==> src/rtl/core/tls_client_hello_key_share_parser_assert.svh <==
// Assertion macros shared by the ClientHello key-share parser RTL.
// Each macro expects clk_i and rst_ni in scope at the point of use.
`ifndef TLS_CLIENT_HELLO_KEY_SHARE_PARSER_ASSERT_SVH
`define TLS_CLIENT_HELLO_KEY_SHARE_PARSER_ASSERT_SVH

// Consequent must hold in the same cycle as the antecedent.
`define TLSCH_ASSERT_SAME(lbl, ante, cons, msg) \
  lbl: assert property (@(posedge clk_i) disable iff (!rst_ni) (ante) |-> (cons)) \
    else $error(msg);

// Consequent must hold in the cycle after the antecedent.
`define TLSCH_ASSERT_NEXT(lbl, ante, cons, msg) \
  lbl: assert property (@(posedge clk_i) disable iff (!rst_ni) (ante) |=> (cons)) \
    else $error(msg);

`endif

==> src/rtl/core/tlsch_pkg.sv <==
// Shared types and constants for the ClientHello key-share parser.
// No dependencies; imported by every module of the block.
package tlsch_pkg;

  localparam int unsigned MaxSessionId      = 32;
  localparam int unsigned RecordHeaderBytes = 5;
  localparam int unsigned HelloFixedBytes   = 38;
  localparam logic [15:0] HeadBytes         = 16'(RecordHeaderBytes + HelloFixedBytes);
  localparam logic [15:0] KeyShareType      = 16'h0033;
  localparam logic [7:0]  Tls13SuiteHi      = 8'h13;

  typedef enum logic [1:0] {
    KIND_KEY     = 2'd0,
    KIND_SUMMARY = 2'd1,
    KIND_ERROR   = 2'd2
  } kind_e;

  typedef enum logic [1:0] {
    ERR_NONE         = 2'd0,
    ERR_NO_KEY_SHARE = 2'd1,
    ERR_SID_TOO_LONG = 2'd2
  } err_e;

  typedef struct packed {
    logic [7:0] data_byte;
    logic       start_of_record;
  } in_item_t;

  typedef struct packed {
    kind_e       kind;
    logic [7:0]  key_byte;
    logic [15:0] key_index;
    logic [7:0]  cipher_code;
    logic [15:0] group_id;
    logic [15:0] key_length;
    logic [5:0]  session_id_length;
    err_e        error_code;
  } out_item_t;

endpackage

==> src/rtl/core/tlsch_in_stage.sv <==
// Input register of the ClientHello key-share parser.
// Depends on tlsch_pkg for the input item type.
module tlsch_in_stage (
  input  logic                clk_i,
  input  logic                rst_ni,
  input  logic                in_valid_i,
  input  tlsch_pkg::in_item_t in_data_i,
  output logic                in_stall_o,
  input  logic                pop_ready_i,
  output logic                item_valid_o,
  output tlsch_pkg::in_item_t item_o
);
  import tlsch_pkg::*;

  logic     valid_q, valid_d;
  in_item_t data_q;
  logic     take;

  assign in_stall_o = valid_q && !pop_ready_i;
  assign take       = in_valid_i && !in_stall_o;

  always_comb begin
    valid_d = valid_q;
    if (take) begin
      valid_d = 1'b1;
    end else if (pop_ready_i) begin
      valid_d = 1'b0;
    end
  end

  always_ff @(posedge clk_i or negedge rst_ni) begin
    if (!rst_ni) begin
      valid_q <= 1'b0;
    end else begin
      valid_q <= valid_d;
    end
  end

  always_ff @(posedge clk_i) begin
    if (take) begin
      data_q <= in_data_i;
    end
  end

  assign item_valid_o = valid_q;
  assign item_o       = data_q;

endmodule

==> src/rtl/core/tlsch_parse_core.sv <==
// Byte-step parse state machine for the ClientHello key-share parser.
// Depends on tlsch_pkg; assertions use the shared assertion macro header.
`include "tls_client_hello_key_share_parser_assert.svh"

module tlsch_parse_core (
  input  logic                 clk_i,
  input  logic                 rst_ni,
  input  logic                 step_i,
  input  tlsch_pkg::in_item_t  item_i,
  output logic                 emit_o,
  output tlsch_pkg::out_item_t res_o
);
  import tlsch_pkg::*;

  localparam logic [4:0] PH_IDLE   = 5'd0;
  localparam logic [4:0] PH_HEAD   = 5'd1;
  localparam logic [4:0] PH_SIDLEN = 5'd2;
  localparam logic [4:0] PH_SID    = 5'd3;
  localparam logic [4:0] PH_CSLEN  = 5'd4;
  localparam logic [4:0] PH_CS     = 5'd5;
  localparam logic [4:0] PH_CMPLEN = 5'd6;
  localparam logic [4:0] PH_CMP    = 5'd7;
  localparam logic [4:0] PH_EXTLEN = 5'd8;
  localparam logic [4:0] PH_ETYPE  = 5'd9;
  localparam logic [4:0] PH_ELEN   = 5'd10;
  localparam logic [4:0] PH_EBODY  = 5'd11;
  localparam logic [4:0] PH_KSSKIP = 5'd12;
  localparam logic [4:0] PH_GROUP  = 5'd13;
  localparam logic [4:0] PH_KLEN   = 5'd14;
  localparam logic [4:0] PH_KEY    = 5'd15;
  localparam logic [4:0] PH_DONE   = 5'd16;

  logic [4:0]  phase_q, phase_d, ph;
  logic [15:0] cnt_q, cnt_d, cnt;
  logic [23:0] acc_q, acc_d, acc;
  logic [15:0] ext_q, ext_d, ext;
  logic        cf_q, cf_d, cf;
  logic [7:0]  cc_q, cc_d, cc;
  logic [15:0] grp_q, grp_d, grp;
  logic [15:0] kl_q, kl_d, kl;
  logic [5:0]  sl_q, sl_d, sl;

  logic [7:0]  b;
  logic [23:0] shifted;
  logic [15:0] cnt_m1;
  logic [15:0] ext_m1;
  logic [15:0] len;

  assign b       = item_i.data_byte;
  assign cnt_m1  = cnt - 16'd1;
  assign ext_m1  = ext - 16'd1;
  assign shifted = {acc[15:0], b};
  assign len     = shifted[15:0];

  always_comb begin
    ph  = phase_q;
    cnt = cnt_q;
    acc = acc_q;
    ext = ext_q;
    cf  = cf_q;
    cc  = cc_q;
    grp = grp_q;
    kl  = kl_q;
    sl  = sl_q;
    // A start flag restarts the parse from a clean state.
    if (item_i.start_of_record) begin
      ph  = PH_HEAD;
      cnt = HeadBytes;
      acc = '0;
      ext = '0;
      cf  = 1'b0;
      cc  = '0;
      grp = '0;
      kl  = '0;
      sl  = '0;
    end
  end

  always_comb begin
    phase_d = ph;
    cnt_d   = cnt;
    acc_d   = acc;
    ext_d   = ext;
    cf_d    = cf;
    cc_d    = cc;
    grp_d   = grp;
    kl_d    = kl;
    sl_d    = sl;
    emit_o  = 1'b0;
    res_o   = '0;

    case (ph)
      PH_HEAD, PH_SID, PH_CMP, PH_KSSKIP: begin
        cnt_d = cnt_m1;
        if (cnt_m1 == 16'd0) begin
          acc_d = '0;
          case (ph)
            PH_HEAD: begin
              phase_d = PH_SIDLEN;
              cnt_d   = 16'd1;
            end
            PH_SID: begin
              phase_d = PH_CSLEN;
              cnt_d   = 16'd2;
            end
            PH_CMP: begin
              phase_d = PH_EXTLEN;
              cnt_d   = 16'd2;
            end
            default: begin
              phase_d = PH_GROUP;
              cnt_d   = 16'd2;
            end
          endcase
        end
      end
      PH_SIDLEN: begin
        if (32'(b) > MaxSessionId) begin
          emit_o           = 1'b1;
          res_o.kind       = KIND_ERROR;
          res_o.error_code = ERR_SID_TOO_LONG;
          phase_d          = PH_DONE;
        end else begin
          sl_d  = b[5:0];
          acc_d = '0;
          if (b == 8'd0) begin
            phase_d = PH_CSLEN;
            cnt_d   = 16'd2;
          end else begin
            phase_d = PH_SID;
            cnt_d   = {8'd0, b};
          end
        end
      end
      PH_CSLEN: begin
        acc_d = shifted;
        cnt_d = cnt_m1;
        if (cnt_m1 == 16'd0) begin
          if (len == 16'd0) begin
            phase_d = PH_CMPLEN;
            cnt_d   = 16'd1;
            acc_d   = '0;
          end else begin
            phase_d = PH_CS;
            cnt_d   = len;
            acc_d   = {8'd0, len};
          end
        end
      end
      PH_CS: begin
        // Low half of acc holds the list length; top byte holds the first byte of a pair.
        if ((acc[0] ^ cnt[0]) == 1'b0) begin
          acc_d = {b, acc[15:0]};
        end else if (!cf && (acc[23:16] == Tls13SuiteHi)) begin
          cf_d = 1'b1;
          cc_d = b;
        end
        cnt_d = cnt_m1;
        if (cnt_m1 == 16'd0) begin
          phase_d = PH_CMPLEN;
          cnt_d   = 16'd1;
          acc_d   = '0;
        end
      end
      PH_CMPLEN: begin
        acc_d = '0;
        if (b == 8'd0) begin
          phase_d = PH_EXTLEN;
          cnt_d   = 16'd2;
        end else begin
          phase_d = PH_CMP;
          cnt_d   = {8'd0, b};
        end
      end
      PH_EXTLEN: begin
        acc_d = shifted;
        cnt_d = cnt_m1;
        if (cnt_m1 == 16'd0) begin
          ext_d = len;
          if (len == 16'd0) begin
            emit_o           = 1'b1;
            res_o.kind       = KIND_ERROR;
            res_o.error_code = ERR_NO_KEY_SHARE;
            phase_d          = PH_DONE;
          end else begin
            phase_d = PH_ETYPE;
            cnt_d   = 16'd2;
            acc_d   = '0;
          end
        end
      end
      PH_ETYPE, PH_ELEN, PH_EBODY: begin
        if (ext == 16'd0) begin
          emit_o           = 1'b1;
          res_o.kind       = KIND_ERROR;
          res_o.error_code = ERR_NO_KEY_SHARE;
          phase_d          = PH_DONE;
        end else begin
          ext_d = ext_m1;
          cnt_d = cnt_m1;
          if (ph != PH_EBODY) begin
            acc_d = shifted;
          end
          if (cnt_m1 == 16'd0) begin
            acc_d = '0;
            if (ph == PH_ETYPE) begin
              cnt_d = (len == KeyShareType) ? 16'd4 : 16'd2;
              phase_d = (len == KeyShareType) ? PH_KSSKIP : PH_ELEN;
            end else if ((ph == PH_ELEN) && (len != 16'd0)) begin
              phase_d = PH_EBODY;
              cnt_d   = len;
            end else if (ext_m1 == 16'd0) begin
              // Extension boundary with the list used up.
              emit_o           = 1'b1;
              res_o.kind       = KIND_ERROR;
              res_o.error_code = ERR_NO_KEY_SHARE;
              phase_d          = PH_DONE;
            end else begin
              phase_d = PH_ETYPE;
              cnt_d   = 16'd2;
            end
          end
        end
      end
      PH_GROUP: begin
        acc_d = shifted;
        cnt_d = cnt_m1;
        if (cnt_m1 == 16'd0) begin
          grp_d   = len;
          phase_d = PH_KLEN;
          cnt_d   = 16'd2;
          acc_d   = '0;
        end
      end
      PH_KLEN: begin
        acc_d = shifted;
        cnt_d = cnt_m1;
        if (cnt_m1 == 16'd0) begin
          kl_d  = len;
          acc_d = '0;
          if (len == 16'd0) begin
            emit_o                  = 1'b1;
            res_o.kind              = KIND_SUMMARY;
            res_o.cipher_code       = cc;
            res_o.group_id          = grp;
            res_o.key_length        = len;
            res_o.session_id_length = sl;
            phase_d                 = PH_DONE;
          end else begin
            phase_d = PH_KEY;
            cnt_d   = 16'd0;
          end
        end
      end
      PH_KEY: begin
        emit_o          = 1'b1;
        res_o.key_byte  = b;
        res_o.key_index = cnt;
        if (({1'b0, cnt} + 17'd1) == {1'b0, kl}) begin
          // Last key byte rides on the summary.
          res_o.kind              = KIND_SUMMARY;
          res_o.cipher_code       = cc;
          res_o.group_id          = grp;
          res_o.key_length        = kl;
          res_o.session_id_length = sl;
          phase_d                 = PH_DONE;
        end else begin
          res_o.kind = KIND_KEY;
          cnt_d      = cnt + 16'd1;
        end
      end
      default: begin
      end
    endcase
  end

  always_ff @(posedge clk_i or negedge rst_ni) begin
    if (!rst_ni) begin
      phase_q <= PH_IDLE;
      cnt_q   <= '0;
      acc_q   <= '0;
      ext_q   <= '0;
      cf_q    <= 1'b0;
      cc_q    <= '0;
      grp_q   <= '0;
      kl_q    <= '0;
      sl_q    <= '0;
    end else if (step_i) begin
      phase_q <= phase_d;
      cnt_q   <= cnt_d;
      acc_q   <= acc_d;
      ext_q   <= ext_d;
      cf_q    <= cf_d;
      cc_q    <= cc_d;
      grp_q   <= grp_d;
      kl_q    <= kl_d;
      sl_q    <= sl_d;
    end
  end

  `TLSCH_ASSERT_NEXT(a_final_goes_done, step_i && emit_o && (res_o.kind != KIND_KEY), phase_q == PH_DONE, "summary or error did not end the parse")
  `TLSCH_ASSERT_SAME(a_emit_only_when_active, emit_o && !item_i.start_of_record, phase_q != PH_IDLE && phase_q != PH_DONE, "result from an idle parser")
  `TLSCH_ASSERT_SAME(a_key_in_range, step_i && emit_o && (res_o.kind == KIND_KEY), res_o.key_index < kl, "key index beyond key length")

endmodule

==> src/rtl/core/tlsch_out_stage.sv <==
// Result register of the ClientHello key-share parser.
// Depends on tlsch_pkg for the result item type.
module tlsch_out_stage (
  input  logic                 clk_i,
  input  logic                 rst_ni,
  input  logic                 push_i,
  input  tlsch_pkg::out_item_t res_i,
  output logic                 ready_o,
  output logic                 out_valid_o,
  input  logic                 out_stall_i,
  output tlsch_pkg::out_item_t out_data_o
);
  import tlsch_pkg::*;

  logic      valid_q;
  out_item_t data_q;

  // Free when empty or when the held result transfers this cycle.
  assign ready_o = !valid_q || !out_stall_i;

  always_ff @(posedge clk_i or negedge rst_ni) begin
    if (!rst_ni) begin
      valid_q <= 1'b0;
    end else if (ready_o) begin
      valid_q <= push_i;
    end
  end

  always_ff @(posedge clk_i) begin
    if (ready_o && push_i) begin
      data_q <= res_i;
    end
  end

  assign out_valid_o = valid_q;
  assign out_data_o  = data_q;

endmodule

==> src/rtl/core/tls_client_hello_key_share_parser.sv <==
// ClientHello key-share parser: takes a TLS record one byte per transfer (start_of_record on
// the first byte), skips the record header and fixed hello fields, picks the first TLS 1.3
// cipher suite, walks the extensions to key_share and emits every public-key byte with its
// index; the last key byte travels on the summary item, and a missing key share or an
// oversized session id gives an error item. One byte is accepted per cycle while the output
// is not stalled; an accepted byte goes from the input register through the parse step, whose
// result, if any, is written into the result register, and the parse step sets that rate.
// Depends on tlsch_pkg, tlsch_in_stage, tlsch_parse_core and tlsch_out_stage.
`include "tls_client_hello_key_share_parser_assert.svh"

module tls_client_hello_key_share_parser (
  input  logic                 clk_i,
  input  logic                 rst_ni,
  input  logic                 in_valid_i,
  input  tlsch_pkg::in_item_t  in_data_i,
  output logic                 in_stall_o,
  output logic                 out_valid_o,
  input  logic                 out_stall_i,
  output tlsch_pkg::out_item_t out_data_o
);
  import tlsch_pkg::*;

  logic      item_valid;
  in_item_t  item;
  logic      out_ready;
  logic      step;
  logic      emit;
  out_item_t res;

  assign step = item_valid && out_ready;

  tlsch_in_stage u_in_stage (
    .clk_i        (clk_i),
    .rst_ni       (rst_ni),
    .in_valid_i   (in_valid_i),
    .in_data_i    (in_data_i),
    .in_stall_o   (in_stall_o),
    .pop_ready_i  (out_ready),
    .item_valid_o (item_valid),
    .item_o       (item)
  );

  tlsch_parse_core u_parse_core (
    .clk_i  (clk_i),
    .rst_ni (rst_ni),
    .step_i (step),
    .item_i (item),
    .emit_o (emit),
    .res_o  (res)
  );

  tlsch_out_stage u_out_stage (
    .clk_i       (clk_i),
    .rst_ni      (rst_ni),
    .push_i      (step && emit),
    .res_i       (res),
    .ready_o     (out_ready),
    .out_valid_o (out_valid_o),
    .out_stall_i (out_stall_i),
    .out_data_o  (out_data_o)
  );

  `TLSCH_ASSERT_SAME(a_stall_needs_backup, in_stall_o, out_valid_o && out_stall_i, "input stalled while output free")
  `TLSCH_ASSERT_SAME(a_error_has_code, out_valid_o && (out_data_o.kind == KIND_ERROR), out_data_o.error_code != ERR_NONE, "error item without code")
  `TLSCH_ASSERT_SAME(a_code_only_on_error, out_valid_o && (out_data_o.kind != KIND_ERROR), out_data_o.error_code == ERR_NONE, "code on a non-error item")

endmodule
==> config.mk <==
export PLATFORM = sky130hd
export DESIGN_NAME = tls_client_hello_key_share_parser
export DESIGN_NICKNAME = d
export VERILOG_FILES = /design/src/rtl/core/tlsch_pkg.sv /design/src/rtl/core/tlsch_in_stage.sv /design/src/rtl/core/tlsch_parse_core.sv /design/src/rtl/core/tlsch_out_stage.sv /design/src/rtl/core/tls_client_hello_key_share_parser.sv
export VERILOG_INCLUDE_DIRS = /design/src /design/src/rtl/core
export SDC_FILE = /design/constraint.sdc
export NUM_CORES = 1
export LEC_CHECK = 0
export BUFFER_PORTS_ARGS = -buffer_cell sky130_fd_sc_hd__buf_2
export CORE_MARGIN = 2
export CORE_UTILIZATION = 30
export CTS_CLUSTER_DIAMETER = 50
export DETAILED_ROUTE_END_ITERATION = 7
export PLACE_DENSITY_LB_ADDON = 0.05
export SLEW_MARGIN = 20
export SYNTH_ARGS = -nofsm -noshare
export SYNTH_HDL_FRONTEND = slang
export SYNTH_SLANG_ARGS = --single-unit
==> constraint.sdc <==
create_clock -name clk_i -period 15.39 [get_ports clk_i]
set_input_delay 1.539 -clock clk_i [delete_from_list [all_inputs] [get_ports clk_i]]
set_output_delay 1.539 -clock clk_i [all_outputs]
set_load 0.05 [all_outputs]
; Word-level counts from Yosys, hierarchy flattened
; Index checks and enable logic that the tools add are counted.
[word_totals]
inputBits = 13
latchBits = 0
rom_bits = 0
ram_bits = 0
memories = 0
ff_bits = 193
[op_classes]
n_lt_le_gt_ge = 1
n_div = 0
n_eq_ne = 19
bitwise_logic = 1
addsub = 4
shift = 0
reduce_logical = 24
multipliers = 0
n_mux = 111
[op_table]
columns = op, n
row1 = $mux W16, 27
row2 = $mux W24, 12
row3 = $pmux W24 S8, 1
row4 = $pmux W16 S10, 1
row5 = $mux W46, 3
row6 = $pmux W46 S2, 1
row7 = $mux W5, 16
row8 = $logic_not A16 Y1, 4
row9 = $pmux W5 S10, 1
row10 = $eq A5 B4 Y1 const B, 8
row11 = $mux W8, 5
row12 = $pmux W16 S2, 1
row13 = $sub A16 B1 Y16 const B, 2
row14 = $mux W2, 15
row15 = $eq A5 B3 Y1 const B, 4
row16 = $mux W6, 3
row17 = $add A16 B1 Y17 const B, 1
row18 = $eq A17 B16 Y1, 1
row19 = $mux W1, 17
row20 = $add A16 B1 Y16 const B, 1
row21 = $eq A16 B6 Y1 const B, 1
row22 = $reduce_bool A16 Y1, 1
row23 = $pmux W4 S3, 1
row24 = $eq A5 B2 Y1 const B, 2
row25 = other kinds (18), 31

; Depth between registers and ports, before layout
[depth]
ltp_word = 11
depth_mapped = 21

; Modules after synthesis
; A second synthesis with hierarchy kept.
[hier_totals]
cells_unflattened = 1260
area_unflattened_um2 = 11700.0
[modules_own_cells]
columns = mod, area_each_um2, n_inst, cells_each
row1 = tlsch_parse_core, 9090.0, 1, 1166
row2 = tlsch_out_stage, 2269.7, 1, 78
row3 = tlsch_in_stage, 327.8, 1, 14
row4 = tls_client_hello_key_share_parser, 12.5, 1, 2

; Least setup slack after synthesis
; No wires, ideal clock.
[synth_path]
path_kind = reg2reg
startpoint = register u_in_stage.data_q (netlist bit u_in_stage.item_o[0])
endpoint = register u_out_stage.data_q (netlist bit u_out_stage.out_data_o[0]), enable pin
path_stages_with_launch = 20
arrival_time_ps = 7119
setup_slack_ps = 7798
period_less_slack_ps = 7592
required_time_ps = 14917
path_cell_list = edfxtp_1 clkbuf_1 buf_2 buf_1 clkbuf_1 clkbuf_1 clkbuf_1 buf_1 or2_2 inv_1 ha_1 nor3b_2 mux2i_1 nor3_1 nand2_1 or4_1 buf_2 nor2_4 a211oi_1 a2111oi_4
[synth_rtl]
columns = element, line_no
row1 = start: declaration, tlsch_in_stage.sv:16  ; in_item_t data_q;
row2 = start signal: assignment, tlsch_in_stage.sv:41  ; data_q <= in_data_i;
row3 = $mux W16 (*), tlsch_parse_core.sv:66  ; if (item_i.start_of_record) begin
row4 = via u_parse_core.cnt[1], tlsch_parse_core.sv:34  ; logic [15:0] cnt_q, cnt_d, cnt;
row5 = $sub A16 B1 Y16 (*), tlsch_parse_core.sv:50  ; assign cnt_m1 = cnt - 16'd1;
row6 = $logic_not A16 Y1 (*), "tlsch_parse_core.sv:178, tlsch_parse_core.sv:204, tlsch_parse_core.sv:238"
row7 = $mux W1, tlsch_parse_core.sv:204  ; if (cnt_m1 == 16'd0) begin
row8 = $mux W1, tlsch_parse_core.sv:193  ; if (ext == 16'd0) begin
row9 = $pmux W1 S4 (*), tlsch_parse_core.sv:92  ; case (ph)
row10 = $logic_and A1 B1 Y1 (*), tls_client_hello_key_share_parser.sv:55  ; .push_i (step && emit),
row11 = $logic_and A1 B1 Y1 (*), tlsch_out_stage.sv:30  ; if (ready_o && push_i) begin
row12 = end signal: assignment, tlsch_out_stage.sv:31  ; data_q <= res_i;
row13 = end: declaration, tlsch_out_stage.sv:16  ; out_item_t data_q;
; The timed path passes the listed nets; every way through them passes the cells marked *.
; A chain may end at the register's enable or synchronous reset.

; Worst setup path after layout
[layout_path]
startpoint = register u_in_stage.data_q (netlist bit u_in_stage.item_o[0])
endpoint = register u_out_stage.data_q (netlist bit u_out_stage.out_data_o[42]), enable pin
[layout_between]
elab_chain_cells = 11
[layout_lines]
columns = element, line_no
row1 = $mux W16, tlsch_parse_core.sv:66
row2 = $sub A16 B1 Y16, tlsch_parse_core.sv:51  ; assign ext_m1 = ext - 16'd1;
row3 = $logic_not A16 Y1, tlsch_parse_core.sv:212  ; end else if (ext_m1 == 16'd0) begin
row4 = $mux W1, tlsch_parse_core.sv:212
row5 = $mux W1, tlsch_parse_core.sv:209  ; end else if ((ph == PH_ELEN) && (len != 16'd0)) begin
row6 = $mux W1, tlsch_parse_core.sv:206  ; if (ph == PH_ETYPE) begin
row7 = $mux W1, tlsch_parse_core.sv:204
row8 = $mux W1, tlsch_parse_core.sv:193
row9 = $pmux W1 S4 (*), tlsch_parse_core.sv:92
row10 = $logic_and A1 B1 Y1 (*), tls_client_hello_key_share_parser.sv:55
row11 = $logic_and A1 B1 Y1 (*), tlsch_out_stage.sv:30
; Every way passes the cells marked *; elsewhere a longest branch is shown, timed or not.

==> flow_results.org <==
** Run status
- The flow ran to the end, and the final reports show no timing, DRC or antenna violations.

** Timing
- Setup total negative slack on the finished layout was measured at 0 ns.
- Pins over their slew limit :: 0
- The hold violation total from the final report came to 0.
- Minimum clock period :: 6.72 ns
- On the final layout, the worst clock skew is 0.0197 ns.
- Setup repair after global routing left no endpoint under its margin.
- The worst pin sits at a relative slew slack of 20.8%.
- Across all setup checks in the final design, the least slack found is 8.67 ns.
- Timing would allow up to 149 MHz.
- Setup violations remaining at the end of the flow were counted as 0.
- Of the available clock period, the critical path in the final layout requires 43.7%.
- For the pin with the worst max-slew slack, the measured transition is 1.19 ns.

** Hold path
- Along the worst hold path, the cell count comes to 1.
- The worst hold path terminates at u_parse_core.acc_q[17].
- The worst hold path begins at u_parse_core.acc_q[17].
- The min-delay analysis places its worst path in the category register to register.

** Logic synthesis
- Count of mapped cells out of synthesis :: 1218
- Commonest register cell after synthesis :: dfrtp_1
- After synthesis the cells add up to 0.0114 mm^2.
- Mean area per synthesized cell :: 9.33 um^2
- Yosys attributes the largest share of cell area to dfrtp_1 24%, edfxtp_1 22%, a22o_1 4.9%, nand2_1 3.7%, nor2_1 3.5%.
- Yosys mapped the design onto 82 distinct sky130hd cell types.
- The number of nets handed over by synthesis was 1237.
- Number of enable flip-flop cells after synthesis :: 83
- Summed over its instances, the top area cell type makes up 24.2% of the synthesized netlist area.
- In this run, synthesis produced a sequential element count of 193.
- Dominant cell type by area after synthesis :: dfrtp_1
- Count of warnings emitted by yosys :: 0
- Summing the sequential cell areas from Yosys gives 46.2% of the chip area.
- Async SR Flop Fraction :: 57.0%

** Place
- The number of placed instances, taps included, is 1757.
- PortBufs :: 88
- After detailed placement, the total cell area comes to 0.0123 mm^2.
- Half-perimeter wire length of the detailed placement result :: 30800 um
- At the end of routability-driven placement, the weighted congestion stood at 0.887.
- Pre-CTS setup slack :: 8.65 ns

** Finish
- The net count of the finished layout is 1284.
- Non-filler instance count after layout :: 1789
- Once layout is done, the placed cells without fillers occupy 0.0129 mm^2.
- Proportion of layout cells with a drive suffix above 1 :: 14.9%
- The area growth from synthesis to layout is 13.9%.
- Diode insertion count for antenna repair :: 0

** Route
- Sum of routed wire length over all layers :: 45400 um
- Summed over all nets, wire length on met3 after detailed routing comes to 2130 um.
- In the detailed route, the total length drawn on met2 is 20700 um.
- Post-route antenna net violation count :: 0
- Wire length on met1 :: 20900 um
- Initial detailed-routing violation count :: 993
- Mean number of vias per cell :: 5.66
- Dividing the detail-routed wire length by the instance count gives 25.4 um.
- DRC :: 0
- Highest metal layer used by the detailed router :: met4
- Vias post-DR :: 10100
- For this run, the detailed router's first-pass iteration total came to 5.

** Clock tree
- Clock Tree Buf Depth :: 2
- Worst-skew pair later-pin latency :: 0.47 ns
- In this run the post-CTS setup repair buffer count came out at 0.
- CTS Hold Bufs :: 0
- H-tree level count :: 4
- Clock root buffer :: clkbuf_16
- TritonCTS built the clock tree.
- The clock drives 193 sinks.
- Clock-pin transition on the worst setup and hold timing paths :: 0.08 ns
- In this run, CTS created clock tree buffers numbering 17.
- Post-cts sizing count :: 0

** Worst setup path
- The slowest stage of the critical path is the a2111oi_4 cell.
- The cell that appears most often on the critical path is buf_4.
- The startpoint identified for the worst register-to-register timing path is u_in_stage.item_o[0].
- The critical path goes through buf_4, buf_4, nor2_1, ha_1, nor3b_2, mux2i_1, nor3_1, nand2_1, or4_1, nor2_4, a211oi_1, a2111oi_4, buf_4.
- Across all register-to-register paths, the minimum setup slack is 8.67 ns.
- Launching element type of the critical path :: register
- Required time worst endpoint :: 15.48 ns
- Critical path endpoint category :: register
- Maximum fanout along the worst path :: 63
- Buffers and inverters on the worst path :: 3
- Reg-to-Reg End :: u_out_stage.out_data_o[42]
- The number of cells on the worst reg-to-reg path is 13.
- The largest single stage delay on the critical path is 0.97 ns.
- Critical setup path kind :: register to register
- Dominant delay contributor by cell family on the critical path :: simple AND/OR/NAND/NOR gates
- Data arrival time of the critical path :: 6.81 ns

** Floorplan
- Die boundary height :: 199 um
- X dimension of the die :: 199 um
- Effective utilization at floorplan :: 30.3%
- In this run the core area contains 71 standard-cell rows.
- Pin placement for this block handled 89 I/O pins.
- Die ar. :: 0.0394 mm^2
- Floorplan Core Area :: 0.0375 mm^2

** Pwr
- Power spread over the standard cell area amounts to 105 mW/mm^2.
- IR drop worst, VDD :: 84.7 uV
- In this run the static leakage power is 4.92 nW.

** Global routing
- Via count of the first global-routing pass :: 9864
- First-pass GRT wire length :: 67400 um
- Pin count of the biggest net entering global routing :: 64
- Number of antenna violations at the first check in global routing :: 0
- Total global routing overflow :: 0
- Global routing used 23.5% of the available tracks.

** Run
- Number of max-cap violations :: 0
[metrics by stage]
step	power (mW)	hold slack, ns	utilization [%]
floorplan	0.794	0.448	-
global placement	0.910	0.478	32.9
detailed placement	0.907	0.477	32.9
CTS	1.37	0.494	34.5
global route	1.42	0.510	34.5
finish	1.36	0.493	34.5
[synth_stat cells, types with 8 or more instances]
cell type / instances
nand2_1: 111
dfrtp_1: 110
nor2_1: 106
edfxtp_1: 83
clkbuf_1: 71
a21oi_1: 67
a22o_1: 63
nor2b_1: 49
o21ai_0: 49
nand3_1: 47
nor3_1: 33
xnor2_1: 30
o21ai_1: 29
and2_1: 28
nor4_1: 19
or4_1: 18
a22oi_1: 17
nand4_1: 17
inv_1: 15
a31oi_1: 12
buf_2: 12
nand2b_1: 12
xor2_1: 12
a211oi_1: 11
o211ai_1: 11
a21o_1: 10
o22ai_1: 10
mux2i_1: 9
o2bb2ai_1: 9
or3_1: 9
a32oi_1: 8
buf_1: 8
[cells in the final DEF (no fill, tap or decap), types with 10 or more instances in the layout]
cell type and count:
nor2b_1 49, o211ai_1 11, nor3_1 32, o21ai_1 28
o21ai_0 49, o22ai_1 10, buf_2 87, nand4_1 17
a22o_1 63, xor2_1 12, and2_1 28, buf_4 33
nor4_1 19, nand2b_1 12, dfrtp_1 110, or4_1 18
a21oi_1 66, nand2_1 111, a31oi_1 12, nand3_1 47
inv_1 15, clkbuf_16 18, nor2_1 105, edfxtp_1 83
a21o_1 10, a22oi_1 17, xnor2_1 30, a211oi_1 11
[sequential cells by signal, indices dropped and copies added, names as in the netlist]
signal / cells
u_out_stage.out_valid_o: 1
u_parse_core.phase_q: 5
u_parse_core.ext_q: 16
u_in_stage.item_valid_o: 1
u_parse_core.cnt_q: 16
u_parse_core.grp_q: 16
u_parse_core.kl_q: 16
u_in_stage.item_o: 9
u_parse_core.acc_q: 24
u_parse_core.cf_q: 1
u_parse_core.sl_q: 6
u_parse_core.cc_q: 8
u_out_stage.out_data_o: 74
[worst register-to-register path, cell delays in order, from the launching register on]
cell	delay, ns
edfxtp_1	0.36
buf_4	0.24
buf_4	0.38
nor2_1	0.46
ha_1	0.37
nor3b_2	0.38
mux2i_1	0.18
nor3_1	0.37
nand2_1	0.17
or4_1	0.69
nor2_4	0.65
a211oi_1	0.25
a2111oi_4	0.97
buf_4	0.78
[worst max-delay path by stage]
stage	startpoint	to	slack, ns	cells past startpoint
3_5_place_dp	u_in_stage.item_o[0]	u_out_stage.out_data_o[66]	8.65	13
6_report	u_in_stage.item_o[0]	u_out_stage.out_data_o[42]	8.67	13
4_1_cts	u_in_stage.item_o[0]	u_out_stage.out_data_o[65]	8.62	13
5_1_grt	u_in_stage.item_o[0]	u_out_stage.out_data_o[40]	8.17	13
3_3_place_gp	u_in_stage.item_o[0]	u_out_stage.out_data_o[6]	8.79	13
2_1_floorplan	u_in_stage.item_o[0]	u_out_stage.out_data_o[0]	7.80	19
[kinds of logic after synthesis]
kind of cell,count (synthesis),share of synthesized area [%]
AO/OA/AOI/OAI,357,21.9
XOR/XNOR,42,3.24
adder cells (fa/ha/maj),7,0.749
buffers and inverters,109,3.77
flip-flops,193,46.2
multiplexers,14,1.29
AND/OR/NAND/NOR,496,22.9
[cell type report]
type | count | area (um^2)
inverter | 17 | 63.8
fill | 3952 | 24500
sequential | 193 | 5250
multi-input combinational | 916 | 5720
timing repair buffer | 120 | 683
clock buffer | 21 | 482
tap | 511 | 639
clock inverter | 11 | 109
[metal layers]
layer / vias up / global-route usage, %
li1: 4656 / -
met1: 5061 / 32.6
met2: 335 / 36.4
met3: 72 / 3.68
met4: 0 / 9.89
met5: - / 0
[report_power, final]
group,switching [mW],internal (mW)
Sequential,0.0515,0.551
Clock,0.225,0.232
Combinational,0.205,0.0942
Total,0.482,0.878
No activity file was read; power rests on OpenSTA's default activity.
